`src/rtl/mroi_pkg.sv`:
```
`default_nettype none

package mroi_pkg;

    localparam int MAX_DIMS_DEF    = 4;
    localparam int MAX_EXTENT_DEF  = 16;
    localparam int VALUE_WIDTH_DEF = 32;

    localparam int FIELD_W    = 32;
    localparam int OFF_W      = 32;
    localparam int DSEL_W     = 2;
    localparam int POS_W      = 4;
    localparam int NUMD_W     = 3;
    localparam int EXT_W      = 5;
    localparam int EXT_MAX    = 2 ** EXT_W - 1;
    localparam int NUM_EXT    = 4;
    localparam int NUM_IDX    = 4;
    localparam int CFG_IDX_W  = 3;
    localparam int CFG_DATA_W = 5;
    localparam int DIV_BITS   = 4;

    localparam logic OP_LOAD  = 1'b0;
    localparam logic OP_QUERY = 1'b1;

    localparam logic [CFG_IDX_W-1:0] REG_NUM_DIMS    = 3'd0;
    localparam logic [CFG_IDX_W-1:0] REG_RIGHT_MAJOR = 3'd1;
    localparam logic [CFG_IDX_W-1:0] REG_EXTENT0     = 3'd2;
    localparam logic [CFG_IDX_W-1:0] REG_EXTENT1     = 3'd3;
    localparam logic [CFG_IDX_W-1:0] REG_EXTENT2     = 3'd4;
    localparam logic [CFG_IDX_W-1:0] REG_EXTENT3     = 3'd5;

endpackage

`default_nettype wire

```
`src/rtl/mroi_in_if.sv`:
```
`default_nettype none

interface mroi_in_if;

    logic                          valid;
    logic                          ready;
    logic                          opcode;
    logic [mroi_pkg::DSEL_W-1:0]   dim_select;
    logic [mroi_pkg::POS_W-1:0]    position;
    logic [mroi_pkg::FIELD_W-1:0]  entry_value;
    logic [mroi_pkg::OFF_W-1:0]    offset;

    modport source (
        output valid,
        output opcode,
        output dim_select,
        output position,
        output entry_value,
        output offset,
        input  ready
    );

    modport sink (
        input  valid,
        input  opcode,
        input  dim_select,
        input  position,
        input  entry_value,
        input  offset,
        output ready
    );

endinterface

`default_nettype wire

```
`src/rtl/mroi_out_if.sv`:
```
`default_nettype none

interface mroi_out_if;

    logic                          valid;
    logic                          ready;
    logic [mroi_pkg::FIELD_W-1:0]  index0;
    logic [mroi_pkg::FIELD_W-1:0]  index1;
    logic [mroi_pkg::FIELD_W-1:0]  index2;
    logic [mroi_pkg::FIELD_W-1:0]  index3;
    logic                          past_end;

    modport source (
        output valid,
        output index0,
        output index1,
        output index2,
        output index3,
        output past_end,
        input  ready
    );

    modport sink (
        input  valid,
        input  index0,
        input  index1,
        input  index2,
        input  index3,
        input  past_end,
        output ready
    );

endinterface

`default_nettype wire

```
`src/rtl/mixed_radix_offset_to_index.sv`:
```
// A load transaction writes one table entry; the block stays ready.
// A query divides the offset by each extent, checks the final quotient, then reads one
// entry per dimension unless out of range; the next query is taken once the result is registered.
// The shared division step retires four offset bits per cycle,
// and each table read goes through S_READ and S_CAPTURE at the single registered read port.
// Reset clears control state and the registers to their defaults; table entries stay undefined.
`default_nettype none

module mixed_radix_offset_to_index #(
    parameter int MAX_DIMS    = mroi_pkg::MAX_DIMS_DEF,
    parameter int MAX_EXTENT  = mroi_pkg::MAX_EXTENT_DEF,
    parameter int VALUE_WIDTH = mroi_pkg::VALUE_WIDTH_DEF
) (
    input  wire logic                              clk,
    input  wire logic                              rst_n,
    input  wire logic                              cfg_wr_en,
    input  wire logic [mroi_pkg::CFG_IDX_W-1:0]    cfg_wr_index,
    input  wire logic [mroi_pkg::CFG_DATA_W-1:0]   cfg_wr_data,
    mroi_in_if.sink                                in_ch,
    mroi_out_if.source                             out_ch
);

    import mroi_pkg::*;

    localparam int EXT_CAP = (MAX_EXTENT < EXT_MAX) ? MAX_EXTENT : EXT_MAX;
    localparam int NDIM_W  = $clog2(MAX_DIMS + 1);

    logic [NDIM_W-1:0]                num_dims_reg, num_dims_next;
    logic                             right_major_reg, right_major_next;
    logic [EXT_W-1:0]                 ext_reg [NUM_EXT];
    logic [EXT_W-1:0]                 ext_next [NUM_EXT];
    logic [NDIM_W-1:0]                ndim_wr;
    logic [EXT_W-1:0]                 ext_wr;
    logic [MAX_DIMS-1:0][EXT_W-1:0]   ext_by_dim;

    // Out-of-range settings are folded into the legal range when written.
    always_comb
    begin
        int nd;
        int ex;
        nd = int'(cfg_wr_data[NUMD_W-1:0]);
        ex = int'(cfg_wr_data[EXT_W-1:0]);
        if (nd == 0)
        begin
            nd = 1;
        end
        else if (nd > MAX_DIMS)
        begin
            nd = MAX_DIMS;
        end
        if (ex == 0)
        begin
            ex = 1;
        end
        else if (ex > EXT_CAP)
        begin
            ex = EXT_CAP;
        end
        ndim_wr = NDIM_W'(nd);
        ext_wr  = EXT_W'(ex);
    end

    always_comb
    begin
        num_dims_next    = num_dims_reg;
        right_major_next = right_major_reg;
        ext_next         = ext_reg;
        if (cfg_wr_en)
        begin
            case (cfg_wr_index)
                REG_NUM_DIMS:    num_dims_next    = ndim_wr;
                REG_RIGHT_MAJOR: right_major_next = cfg_wr_data[0];
                REG_EXTENT0:     ext_next[0]      = ext_wr;
                REG_EXTENT1:     ext_next[1]      = ext_wr;
                REG_EXTENT2:     ext_next[2]      = ext_wr;
                REG_EXTENT3:     ext_next[3]      = ext_wr;
                default:
                begin
                end
            endcase
        end
    end

    always_ff @(posedge clk or negedge rst_n)
    begin
        if (!rst_n)
        begin
            num_dims_reg    <= NDIM_W'(1);
            right_major_reg <= 1'b0;
            for (int i = 0; i < NUM_EXT; i++)
            begin
                ext_reg[i] <= EXT_W'(1);
            end
        end
        else
        begin
            num_dims_reg    <= num_dims_next;
            right_major_reg <= right_major_next;
            ext_reg         <= ext_next;
        end
    end

    // Dimensions without an extent register have an extent of one.
    for (genvar g = 0; g < MAX_DIMS; g++)
    begin : g_ext
        if (g < NUM_EXT)
        begin : g_reg
            assign ext_by_dim[g] = ext_reg[g];
        end
        else
        begin : g_one
            assign ext_by_dim[g] = EXT_W'(1);
        end
    end

    mroi_seq #(
        .MAX_DIMS    (MAX_DIMS),
        .MAX_EXTENT  (MAX_EXTENT),
        .VALUE_WIDTH (VALUE_WIDTH)
    ) u_seq (
        .clk         (clk),
        .rst_n       (rst_n),
        .num_dims    (num_dims_reg),
        .right_major (right_major_reg),
        .extent      (ext_by_dim),
        .in_ch       (in_ch),
        .out_ch      (out_ch)
    );

    a_num_dims_legal: assert property (@(posedge clk) disable iff (!rst_n)
        (num_dims_reg != '0) && (int'(num_dims_reg) <= MAX_DIMS))
        else $error("num_dims register outside its legal range");

    a_extent_legal: assert property (@(posedge clk) disable iff (!rst_n)
        (ext_reg[0] != '0) && (ext_reg[1] != '0) && (ext_reg[2] != '0) && (ext_reg[3] != '0))
        else $error("extent register holds zero");

    a_query_busy: assert property (@(posedge clk) disable iff (!rst_n)
        (in_ch.valid && in_ch.ready && (in_ch.opcode == OP_QUERY)) |=> !in_ch.ready)
        else $error("query transaction did not occupy the sequencer");

    a_load_no_stall: assert property (@(posedge clk) disable iff (!rst_n)
        (in_ch.valid && in_ch.ready && (in_ch.opcode == OP_LOAD)) |=> in_ch.ready)
        else $error("load transaction stalled the input");

    a_result_ends_query: assert property (@(posedge clk) disable iff (!rst_n)
        $rose(out_ch.valid) |-> in_ch.ready)
        else $error("result appeared while a query was still in progress");

endmodule

`default_nettype wire

```
`src/rtl/mroi_ram.sv`:
```
`default_nettype none

module mroi_ram #(
    parameter int WIDTH = 32,
    parameter int DEPTH = 64
) (
    input  wire logic                     clk,
    input  wire logic                     we,
    input  wire logic [$clog2(DEPTH)-1:0] waddr,
    input  wire logic [WIDTH-1:0]         wdata,
    input  wire logic [$clog2(DEPTH)-1:0] raddr,
    output logic      [WIDTH-1:0]         rdata
);

    logic [WIDTH-1:0] mem [DEPTH];

    always_ff @(posedge clk)
    begin
        if (we)
        begin
            mem[waddr] <= wdata;
        end
        rdata <= mem[raddr];
    end

endmodule

`default_nettype wire

```
`src/rtl/mroi_div_step.sv`:
```
`default_nettype none

module mroi_div_step #(
    parameter int STEPS = mroi_pkg::DIV_BITS
) (
    input  wire logic [mroi_pkg::EXT_W-1:0] rem_in,
    input  wire logic [STEPS-1:0]           bits_in,
    input  wire logic [mroi_pkg::EXT_W-1:0] divisor,
    output logic      [mroi_pkg::EXT_W-1:0] rem_out,
    output logic      [STEPS-1:0]           quo_out
);

    import mroi_pkg::*;

    // Restoring division, one dividend bit per step. The remainder stays
    // below the divisor, so each trial value fits in one extra bit.
    always_comb
    begin
        logic [EXT_W-1:0] r;
        logic [EXT_W:0]   trial;
        r = rem_in;
        trial = '0;
        quo_out = '0;
        for (int i = STEPS - 1; i >= 0; i--)
        begin
            trial = {r, bits_in[i]};
            if (trial >= {1'b0, divisor})
            begin
                trial = trial - {1'b0, divisor};
                quo_out[i] = 1'b1;
            end
            else
            begin
                quo_out[i] = 1'b0;
            end
            r = trial[EXT_W-1:0];
        end
        rem_out = r;
    end

endmodule

`default_nettype wire

```
`src/rtl/mroi_seq.sv`:
```
`default_nettype none

module mroi_seq #(
    parameter int MAX_DIMS    = mroi_pkg::MAX_DIMS_DEF,
    parameter int MAX_EXTENT  = mroi_pkg::MAX_EXTENT_DEF,
    parameter int VALUE_WIDTH = mroi_pkg::VALUE_WIDTH_DEF
) (
    input  wire logic                                      clk,
    input  wire logic                                      rst_n,
    input  wire logic [$clog2(MAX_DIMS+1)-1:0]             num_dims,
    input  wire logic                                      right_major,
    input  wire logic [MAX_DIMS-1:0][mroi_pkg::EXT_W-1:0]  extent,
    mroi_in_if.sink                                        in_ch,
    mroi_out_if.source                                     out_ch
);

    import mroi_pkg::*;

    localparam int EXT_CAP = (MAX_EXTENT < EXT_MAX) ? MAX_EXTENT : EXT_MAX;
    localparam int DIG_W   = $clog2(EXT_CAP);
    localparam int K_W     = (MAX_DIMS > 1) ? $clog2(MAX_DIMS) : 1;
    localparam int DEPTH   = MAX_DIMS * MAX_EXTENT;
    localparam int ADDR_W  = $clog2(DEPTH);
    localparam int STEPS   = OFF_W / DIV_BITS;
    localparam int CNT_W   = (STEPS > 1) ? $clog2(STEPS) : 1;

    typedef enum logic [2:0] {
        S_IDLE,
        S_DIV,
        S_CHECK,
        S_READ,
        S_CAPTURE,
        S_DONE
    } state_t;

    state_t                  state_reg, state_next;
    logic [OFF_W-1:0]        work_reg, work_next;
    logic [EXT_W-1:0]        rem_reg, rem_next;
    logic [CNT_W-1:0]        cnt_reg, cnt_next;
    logic [K_W-1:0]          k_reg, k_next;
    logic [DIG_W-1:0]        digit_reg [MAX_DIMS];
    logic [DIG_W-1:0]        digit_next [MAX_DIMS];
    logic [FIELD_W-1:0]      idx_reg [NUM_IDX];
    logic [FIELD_W-1:0]      idx_next [NUM_IDX];
    logic                    oor_reg, oor_next;
    logic                    out_valid_reg, out_valid_next;
    logic [FIELD_W-1:0]      out_idx_reg [NUM_IDX];
    logic [FIELD_W-1:0]      out_idx_next [NUM_IDX];
    logic                    out_oor_reg, out_oor_next;

    logic                    in_acc;
    logic                    out_acc;
    logic                    last_k;
    logic [K_W-1:0]          dim_cur;
    logic [EXT_W-1:0]        ext_cur;
    logic [EXT_W-1:0]        rem_new;
    logic [DIV_BITS-1:0]     quo_bits;
    logic                    ram_we;
    logic [ADDR_W-1:0]       ram_waddr;
    logic [ADDR_W-1:0]       ram_raddr;
    logic [VALUE_WIDTH-1:0]  ram_rdata;

    assign in_acc  = in_ch.valid && in_ch.ready;
    assign out_acc = out_ch.valid && out_ch.ready;
    assign last_k  = (int'(k_reg) == int'(num_dims) - 1);
    assign dim_cur = right_major ? K_W'(int'(num_dims) - 1 - int'(k_reg)) : k_reg;
    assign ext_cur = extent[dim_cur];

    mroi_div_step #(
        .STEPS (DIV_BITS)
    ) u_div_step (
        .rem_in  (rem_reg),
        .bits_in (work_reg[OFF_W-1 -: DIV_BITS]),
        .divisor (ext_cur),
        .rem_out (rem_new),
        .quo_out (quo_bits)
    );

    assign ram_we = in_acc && (in_ch.opcode == OP_LOAD)
                    && (int'(in_ch.dim_select) < MAX_DIMS)
                    && (int'(in_ch.position) < MAX_EXTENT);
    assign ram_waddr = ADDR_W'(int'(in_ch.dim_select) * MAX_EXTENT + int'(in_ch.position));
    assign ram_raddr = ADDR_W'(int'(dim_cur) * MAX_EXTENT + int'(digit_reg[k_reg]));

    mroi_ram #(
        .WIDTH (VALUE_WIDTH),
        .DEPTH (DEPTH)
    ) u_table (
        .clk   (clk),
        .we    (ram_we),
        .waddr (ram_waddr),
        .wdata (VALUE_WIDTH'(in_ch.entry_value)),
        .raddr (ram_raddr),
        .rdata (ram_rdata)
    );

    always_comb
    begin
        state_next     = state_reg;
        work_next      = work_reg;
        rem_next       = rem_reg;
        cnt_next       = cnt_reg;
        k_next         = k_reg;
        digit_next     = digit_reg;
        idx_next       = idx_reg;
        oor_next       = oor_reg;
        out_idx_next   = out_idx_reg;
        out_oor_next   = out_oor_reg;
        out_valid_next = out_valid_reg && !out_acc;

        case (state_reg)
            S_IDLE:
            begin
                if (in_acc && (in_ch.opcode == OP_QUERY))
                begin
                    work_next  = in_ch.offset;
                    rem_next   = '0;
                    cnt_next   = '0;
                    k_next     = '0;
                    oor_next   = 1'b0;
                    for (int i = 0; i < NUM_IDX; i++)
                    begin
                        idx_next[i] = '0;
                    end
                    state_next = S_DIV;
                end
            end
            S_DIV:
            begin
                work_next = {work_reg[OFF_W-DIV_BITS-1:0], quo_bits};
                rem_next  = rem_new;
                cnt_next  = cnt_reg + CNT_W'(1);
                if (cnt_reg == CNT_W'(STEPS - 1))
                begin
                    digit_next[k_reg] = rem_new[DIG_W-1:0];
                    rem_next = '0;
                    cnt_next = '0;
                    if (last_k)
                    begin
                        state_next = S_CHECK;
                    end
                    else
                    begin
                        k_next = k_reg + K_W'(1);
                    end
                end
            end
            S_CHECK:
            begin
                // A nonzero final quotient means the offset reaches past the
                // product of the extents.
                if (work_reg != '0)
                begin
                    oor_next   = 1'b1;
                    state_next = S_DONE;
                end
                else
                begin
                    k_next     = '0;
                    state_next = S_READ;
                end
            end
            S_READ:
            begin
                state_next = S_CAPTURE;
            end
            S_CAPTURE:
            begin
                for (int i = 0; i < NUM_IDX; i++)
                begin
                    if (int'(dim_cur) == i)
                    begin
                        idx_next[i] = FIELD_W'(ram_rdata);
                    end
                end
                if (last_k)
                begin
                    state_next = S_DONE;
                end
                else
                begin
                    k_next     = k_reg + K_W'(1);
                    state_next = S_READ;
                end
            end
            S_DONE:
            begin
                if (!out_valid_reg || out_ch.ready)
                begin
                    out_idx_next   = idx_reg;
                    out_oor_next   = oor_reg;
                    out_valid_next = 1'b1;
                    state_next     = S_IDLE;
                end
            end
            default:
            begin
                state_next = S_IDLE;
            end
        endcase
    end

    always_ff @(posedge clk or negedge rst_n)
    begin
        if (!rst_n)
        begin
            state_reg     <= S_IDLE;
            work_reg      <= '0;
            rem_reg       <= '0;
            cnt_reg       <= '0;
            k_reg         <= '0;
            oor_reg       <= 1'b0;
            out_valid_reg <= 1'b0;
            out_oor_reg   <= 1'b0;
            for (int i = 0; i < MAX_DIMS; i++)
            begin
                digit_reg[i] <= '0;
            end
            for (int i = 0; i < NUM_IDX; i++)
            begin
                idx_reg[i]     <= '0;
                out_idx_reg[i] <= '0;
            end
        end
        else
        begin
            state_reg     <= state_next;
            work_reg      <= work_next;
            rem_reg       <= rem_next;
            cnt_reg       <= cnt_next;
            k_reg         <= k_next;
            oor_reg       <= oor_next;
            out_valid_reg <= out_valid_next;
            out_oor_reg   <= out_oor_next;
            digit_reg     <= digit_next;
            idx_reg       <= idx_next;
            out_idx_reg   <= out_idx_next;
        end
    end

    assign in_ch.ready     = (state_reg == S_IDLE);
    assign out_ch.valid    = out_valid_reg;
    assign out_ch.index0   = out_idx_reg[0];
    assign out_ch.index1   = out_idx_reg[1];
    assign out_ch.index2   = out_idx_reg[2];
    assign out_ch.index3   = out_idx_reg[3];
    assign out_ch.past_end = out_oor_reg;

endmodule

`default_nettype wire

```
`src/flat_wrapper.sv`:
```
// flat-port wrapper written by rule: the top's interface ports become plain ports
module mixed_radix_offset_to_index_flat import mroi_pkg::*;
#(
    parameter int MAX_DIMS    = mroi_pkg::MAX_DIMS_DEF,
    parameter int MAX_EXTENT  = mroi_pkg::MAX_EXTENT_DEF,
    parameter int VALUE_WIDTH = mroi_pkg::VALUE_WIDTH_DEF
)
  (clk, rst_n, cfg_wr_en, cfg_wr_index, cfg_wr_data, in_ch_valid, in_ch_opcode, in_ch_dim_select, in_ch_position, in_ch_entry_value, in_ch_offset, in_ch_ready, out_ch_valid, out_ch_index0, out_ch_index1, out_ch_index2, out_ch_index3, out_ch_past_end, out_ch_ready);
  mroi_in_if in_ch_i ();
  mroi_out_if out_ch_i ();
  input  wire logic clk;
  input  wire logic rst_n;
  input  wire logic cfg_wr_en;
  input  wire logic [mroi_pkg::CFG_IDX_W-1:0] cfg_wr_index;
  input  wire logic [mroi_pkg::CFG_DATA_W-1:0] cfg_wr_data;
  input wire logic [$bits(in_ch_i.valid)-1:0] in_ch_valid;
  input wire logic [$bits(in_ch_i.opcode)-1:0] in_ch_opcode;
  input wire logic [$bits(in_ch_i.dim_select)-1:0] in_ch_dim_select;
  input wire logic [$bits(in_ch_i.position)-1:0] in_ch_position;
  input wire logic [$bits(in_ch_i.entry_value)-1:0] in_ch_entry_value;
  input wire logic [$bits(in_ch_i.offset)-1:0] in_ch_offset;
  output wire logic [$bits(in_ch_i.ready)-1:0] in_ch_ready;
  output wire logic [$bits(out_ch_i.valid)-1:0] out_ch_valid;
  output wire logic [$bits(out_ch_i.index0)-1:0] out_ch_index0;
  output wire logic [$bits(out_ch_i.index1)-1:0] out_ch_index1;
  output wire logic [$bits(out_ch_i.index2)-1:0] out_ch_index2;
  output wire logic [$bits(out_ch_i.index3)-1:0] out_ch_index3;
  output wire logic [$bits(out_ch_i.past_end)-1:0] out_ch_past_end;
  input wire logic [$bits(out_ch_i.ready)-1:0] out_ch_ready;
  assign in_ch_i.valid = in_ch_valid;
  assign in_ch_i.opcode = in_ch_opcode;
  assign in_ch_i.dim_select = in_ch_dim_select;
  assign in_ch_i.position = in_ch_position;
  assign in_ch_i.entry_value = in_ch_entry_value;
  assign in_ch_i.offset = in_ch_offset;
  assign in_ch_ready = in_ch_i.ready;
  assign out_ch_valid = out_ch_i.valid;
  assign out_ch_index0 = out_ch_i.index0;
  assign out_ch_index1 = out_ch_i.index1;
  assign out_ch_index2 = out_ch_i.index2;
  assign out_ch_index3 = out_ch_i.index3;
  assign out_ch_past_end = out_ch_i.past_end;
  assign out_ch_i.ready = out_ch_ready;
  mixed_radix_offset_to_index #(.MAX_DIMS(MAX_DIMS), .MAX_EXTENT(MAX_EXTENT), .VALUE_WIDTH(VALUE_WIDTH)) u_core (.clk(clk), .rst_n(rst_n), .cfg_wr_en(cfg_wr_en), .cfg_wr_index(cfg_wr_index), .cfg_wr_data(cfg_wr_data), .in_ch(in_ch_i), .out_ch(out_ch_i));
endmodule
```
`config.mk`:
```
export PLATFORM = sky130hd
export DESIGN_NAME = mixed_radix_offset_to_index_flat
export DESIGN_NICKNAME = d
export VERILOG_FILES = /design/src/rtl/mroi_pkg.sv /design/src/rtl/mroi_in_if.sv /design/src/rtl/mroi_out_if.sv /design/src/rtl/mixed_radix_offset_to_index.sv /design/src/rtl/mroi_ram.sv /design/src/rtl/mroi_div_step.sv /design/src/rtl/mroi_seq.sv /design/src/flat_wrapper.sv
export SDC_FILE = /design/constraint.sdc
export NUM_CORES = 2
export LEC_CHECK = 0
export CAP_MARGIN = 20
export CELL_PAD_IN_SITES_DETAIL_PLACEMENT = 2
export CELL_PAD_IN_SITES_GLOBAL_PLACEMENT = 2
export CORE_MARGIN = 5
export CORE_UTILIZATION = 50
export CTS_CLUSTER_SIZE = 28
export DETAILED_ROUTE_END_ITERATION = 7
export DONT_BUFFER_PORTS = 1
export PLACE_DENSITY = 0.89
export REMOVE_ABC_BUFFERS = 1
export SYNTH_ARGS = -nofsm -noshare
export SYNTH_HDL_FRONTEND = slang
export SYNTH_SLANG_ARGS = --single-unit
```
`constraint.sdc`:
```
create_clock -name clk -period 25.4 [get_ports clk]
set_input_delay 2.54 -clock clk [delete_from_list [all_inputs] [get_ports clk]]
set_output_delay 2.54 -clock clk [all_outputs]
set_load 0.05 [all_outputs]
```
==> results.yml <==
die:
  floorplan.die_area_sq_um: 197100
  floorplan.io_pins: 215
  effective_utilization_at_floorplan_pct: 50.19
  die-width_microns: 444.0
  die_h_microns: 444.0
  rows: 159
  core_region_area_sq_um: 187600
logic_synthesis:
  post_synth_instance_area_sq_um: 94160
  synth_enable_flop_cells: 2048
  synthesis.area_per_instance_sq_um: 19.92
  synth_seq_cells: 2424
  post-synth-top-area-cell: "sky130_fd_sc_hd__edfxtp_1"
  yosys-top-cells-area: "sky130_fd_sc_hd__edfxtp_1 65%, sky130_fd_sc_hd__mux4_2 13%, sky130_fd_sc_hd__dfrtp_1 9.0%"
  synthCells: 4727
  yosys_warnings: 0
  synth_cell_types: 67
  synthFlopType: "sky130_fd_sc_hd__edfxtp_1"
  async_reset_ff_share_pct: 14.19
  netlist.area_leader.share_pct: 65.31
  synth_seq_area_share_pct: 75.14
final_layout:
  finalCoreUtilization_pct: 56.21
  area.growth.synth_to_final_pct: 11.98
  share_of_post_route_cells_with_drive_strength_above_1_pct: 24.85
  flip_flop_count_of_the_largest_register_after_layout: 2048
  finalNetCount: 4932
  post-route-cell-area_sq_um: 105400
  num-fill-cells: 15344
sta:
  max_clock_freq_ghz: 0.07146
  worstMarginPinSlew_ns: 1.243
  final-max-slew-violation-count: 0
  min_period_over_period_pct: 55.10
  fin_worst_skew_ns: 0.04100
  report.final.hold_viol_count: 0
  grt_setup_unrepaired: "no"
  worst_slew_margin_rel_pct: 17.14
  tns_ns: 0
  final.min_clock_period_ns: 13.99
  setup_viol: 0
  fin_hold_ws_ns: 0.4921
drt:
  route.detailed.wl_per_inst_microns: 52.29
  route.final.wire_length_microns: 394000
  drtIter0Drc: 8807
  vias_per_cell: 7.442
  drtPass1Iterations: 6
  drtAntennaViolNets: 0
  number_of_design_rule_violations_left_after_detail_routing: 0
  vias: 56065
setup_path:
  critPathMostFrequentCell: "sky130_fd_sc_hd__o21ai_0"
  cp-start-kind: "flip-flop"
  critical_path_peak_fanout: 38
  kind_of_capture_point_of_the_worst_setup_path: "flip-flop"
  critPathMaxStageDelay_ns: 0.71
  cp_data_arrival_time_ns: 14.79
  timing.setup.critical_path_class: "flip-flop to flip-flop"
  worstPathRequired_ns: 26.20
  critical_path.slowest_cell: "sky130_fd_sc_hd__nand2_4"
clocking:
  cts_setup_buffers: 0
  hold_buffers: 0
  cts.htree.levels: 4
  total_cts_buffers: 239
  clk_path_buf_depth: 3
  clock_tree_from_tritoncts: "yes"
  cts-root-buf: "sky130_fd_sc_hd__clkbuf_16"
  numClockSinks: 2424
  clk_pin_slew_worst_paths_ns: 0.07
  post_cts.resized_instances: 0
  clk_latency_ns: 0.94
status:
  status: "finished, final reports clean"
placement:
  port_buffers: 0
  finalWeightedCongestion: 0.8256
  detailed_place_hpwl_microns: 220000
  detailed_place.area_sq_um: 97390
power_and_ir_drop:
  pwr_per_cell_area_nw_per_um2: 137.8
  share_comb_of_total_power_pct: 39.8
  internal_power_uw: 8617
  power.switching_fraction_pct: 40.67
  report.power.total_uw: 14530
  power.ir.vdd_worst_mv: 0.2085
  p_sw_uw: 5908
  power_frac_seq_pct: 34.4
  static-leakage-power_uw: 0.03405
  power.share.clock_pct: 25.8
hold_path:
  worst_hold_path_type: "flip-flop to flip-flop"
global_routing:
  grt_pass1_vias: 56973
  antenna_violations_before_repair: 48
  globalRoute.totalOverflow: 0
  gr-usage-all-layers_pct: 39.63
  grt_start_max_net_pins: 345
  grt_pass1_wl_microns: 532400
job:
  max_cap_violations: 0
-- area by class of cell --
type                            count  area (sq um)  area share, %
Tap cell                         2495          3122          2.961
Antenna cell                       24         60.06        0.05696
Inverter                           27         101.3        0.09611
Sequential cell                  2424         70750          67.10
Timing Repair Buffer              113          1006         0.9540
Multi-Input combinational cell   2012         22610          21.45
Clock buffer                      318          6701          6.355
Clock inverter                    121          1085          1.029
-- worst max-delay path: cells and delay by family, from the launching register on --
family          cells  cell delay [ns]
buf+inv             4             0.83
flops               1             0.56
xor+xnor            1             0.20
compound gates     23             7.80
fa+ha+maj           5             1.79
simple gates        3             1.04
mux                 3             1.60
-- path summary, 6_finish.rpt --
check	startpoint	end	slack [ns]	cells after the start
max in group asynchronous	rst_n	u_core.u_seq.idx_reg[87]	23.08	0
setup reg to reg	u_core.num_dims_reg[0]	u_core.u_seq.digit_reg[14]	11.41	39
hold reg to reg	u_core.u_seq.digit_reg[7]	u_core.u_seq.digit_reg[7]	0.49	1
hold / removal	u_core.u_seq.digit_reg[7]	u_core.u_seq.digit_reg[7]	0.49	1
setup / recovery	u_core.num_dims_reg[0]	u_core.u_seq.digit_reg[14]	11.41	39
min in group asynchronous	rst_n	u_core.ext_by_dim[1]	1.31	0
-- stage by stage --
stage	instances	setup WS (ns)
after global placement	7057	14.02
after global routing	7513	11.39
final	7534	11.41
after floorplan	4463	11.74
after CTS	7497	11.98
after detailed placement	7058	12.90
-- logic make-up after synthesis --
group	share of synthesized area, %
adders and majority gates	0.4544
buffers and inverters	1.472
AOI/OAI and AO/OA	3.560
and+or+nand+nor	2.842
muxes	16.41
xor gates and xnor gates	0.1209
DFF	75.14
-- power groups by stage --
stage          sequential (uW)  clock [uW]  combinational, uW
2_1_floorplan             4920           0               4240
3_3_place_gp              4990           0               4670
3_5_place_dp              5040           0               5190
4_1_cts                   4980        3740               5580
5_1_grt                   4990        3940               5870
6_report                  5000        3750               5780
-- cell usage after synthesis, types with 6 or more instances --
library cell               instances
sky130_fd_sc_hd__a211oi_1        135
sky130_fd_sc_hd__a21o_1           15
sky130_fd_sc_hd__a21oi_1         146
sky130_fd_sc_hd__a22oi_1           6
sky130_fd_sc_hd__a31oi_1           8
sky130_fd_sc_hd__buf_1            40
sky130_fd_sc_hd__buf_2            22
sky130_fd_sc_hd__buf_4            13
sky130_fd_sc_hd__buf_6            29
sky130_fd_sc_hd__clkbuf_1        160
sky130_fd_sc_hd__dfrtp_1         339
sky130_fd_sc_hd__dfxtp_1          32
sky130_fd_sc_hd__edfxtp_1       2048
sky130_fd_sc_hd__ha_1             27
sky130_fd_sc_hd__inv_1            27
sky130_fd_sc_hd__mux2_2          144
sky130_fd_sc_hd__mux2i_1         134
sky130_fd_sc_hd__mux4_2          552
sky130_fd_sc_hd__nand2_1         226
sky130_fd_sc_hd__nand2b_1          9
sky130_fd_sc_hd__nand3_1          19
sky130_fd_sc_hd__nand4_1           7
sky130_fd_sc_hd__nor2_1          140
sky130_fd_sc_hd__nor2b_1         137
sky130_fd_sc_hd__nor3_1           13
sky130_fd_sc_hd__nor4_1            9
sky130_fd_sc_hd__o21ai_0         175
sky130_fd_sc_hd__o22ai_1          30
sky130_fd_sc_hd__o31a_1           11
sky130_fd_sc_hd__xnor2_1           7
sky130_fd_sc_hd__xor2_1            6
-- placed cells by master (no fill, tap or decap), types with 49 or more instances in the layout --
cell type / instances
sky130_fd_sc_hd__a211oi_1: 134
sky130_fd_sc_hd__a21oi_1: 146
sky130_fd_sc_hd__buf_4: 98
sky130_fd_sc_hd__clkbuf_1: 49
sky130_fd_sc_hd__clkbuf_16: 250
sky130_fd_sc_hd__dfrtp_1: 339
sky130_fd_sc_hd__edfxtp_1: 2048
sky130_fd_sc_hd__mux2_2: 144
sky130_fd_sc_hd__mux2i_1: 134
sky130_fd_sc_hd__mux4_2: 548
sky130_fd_sc_hd__nand2_1: 225
sky130_fd_sc_hd__nor2_1: 73
sky130_fd_sc_hd__nor2_4: 67
sky130_fd_sc_hd__nor2b_1: 137
sky130_fd_sc_hd__o21ai_0: 175
-- per-layer routing --
layer	vias to the layer above	routed length (microns)	share of wire (%)	track usage, %
met5	-	289	0.073	0.4884
met4	30	32970	8.4	24.81
met3	1520	39690	10	10.85
met2	5133	190900	48	64.24
met1	30030	130100	33	47.28
li1	19352	-	-	-
(Power assumes the default switching activity.)
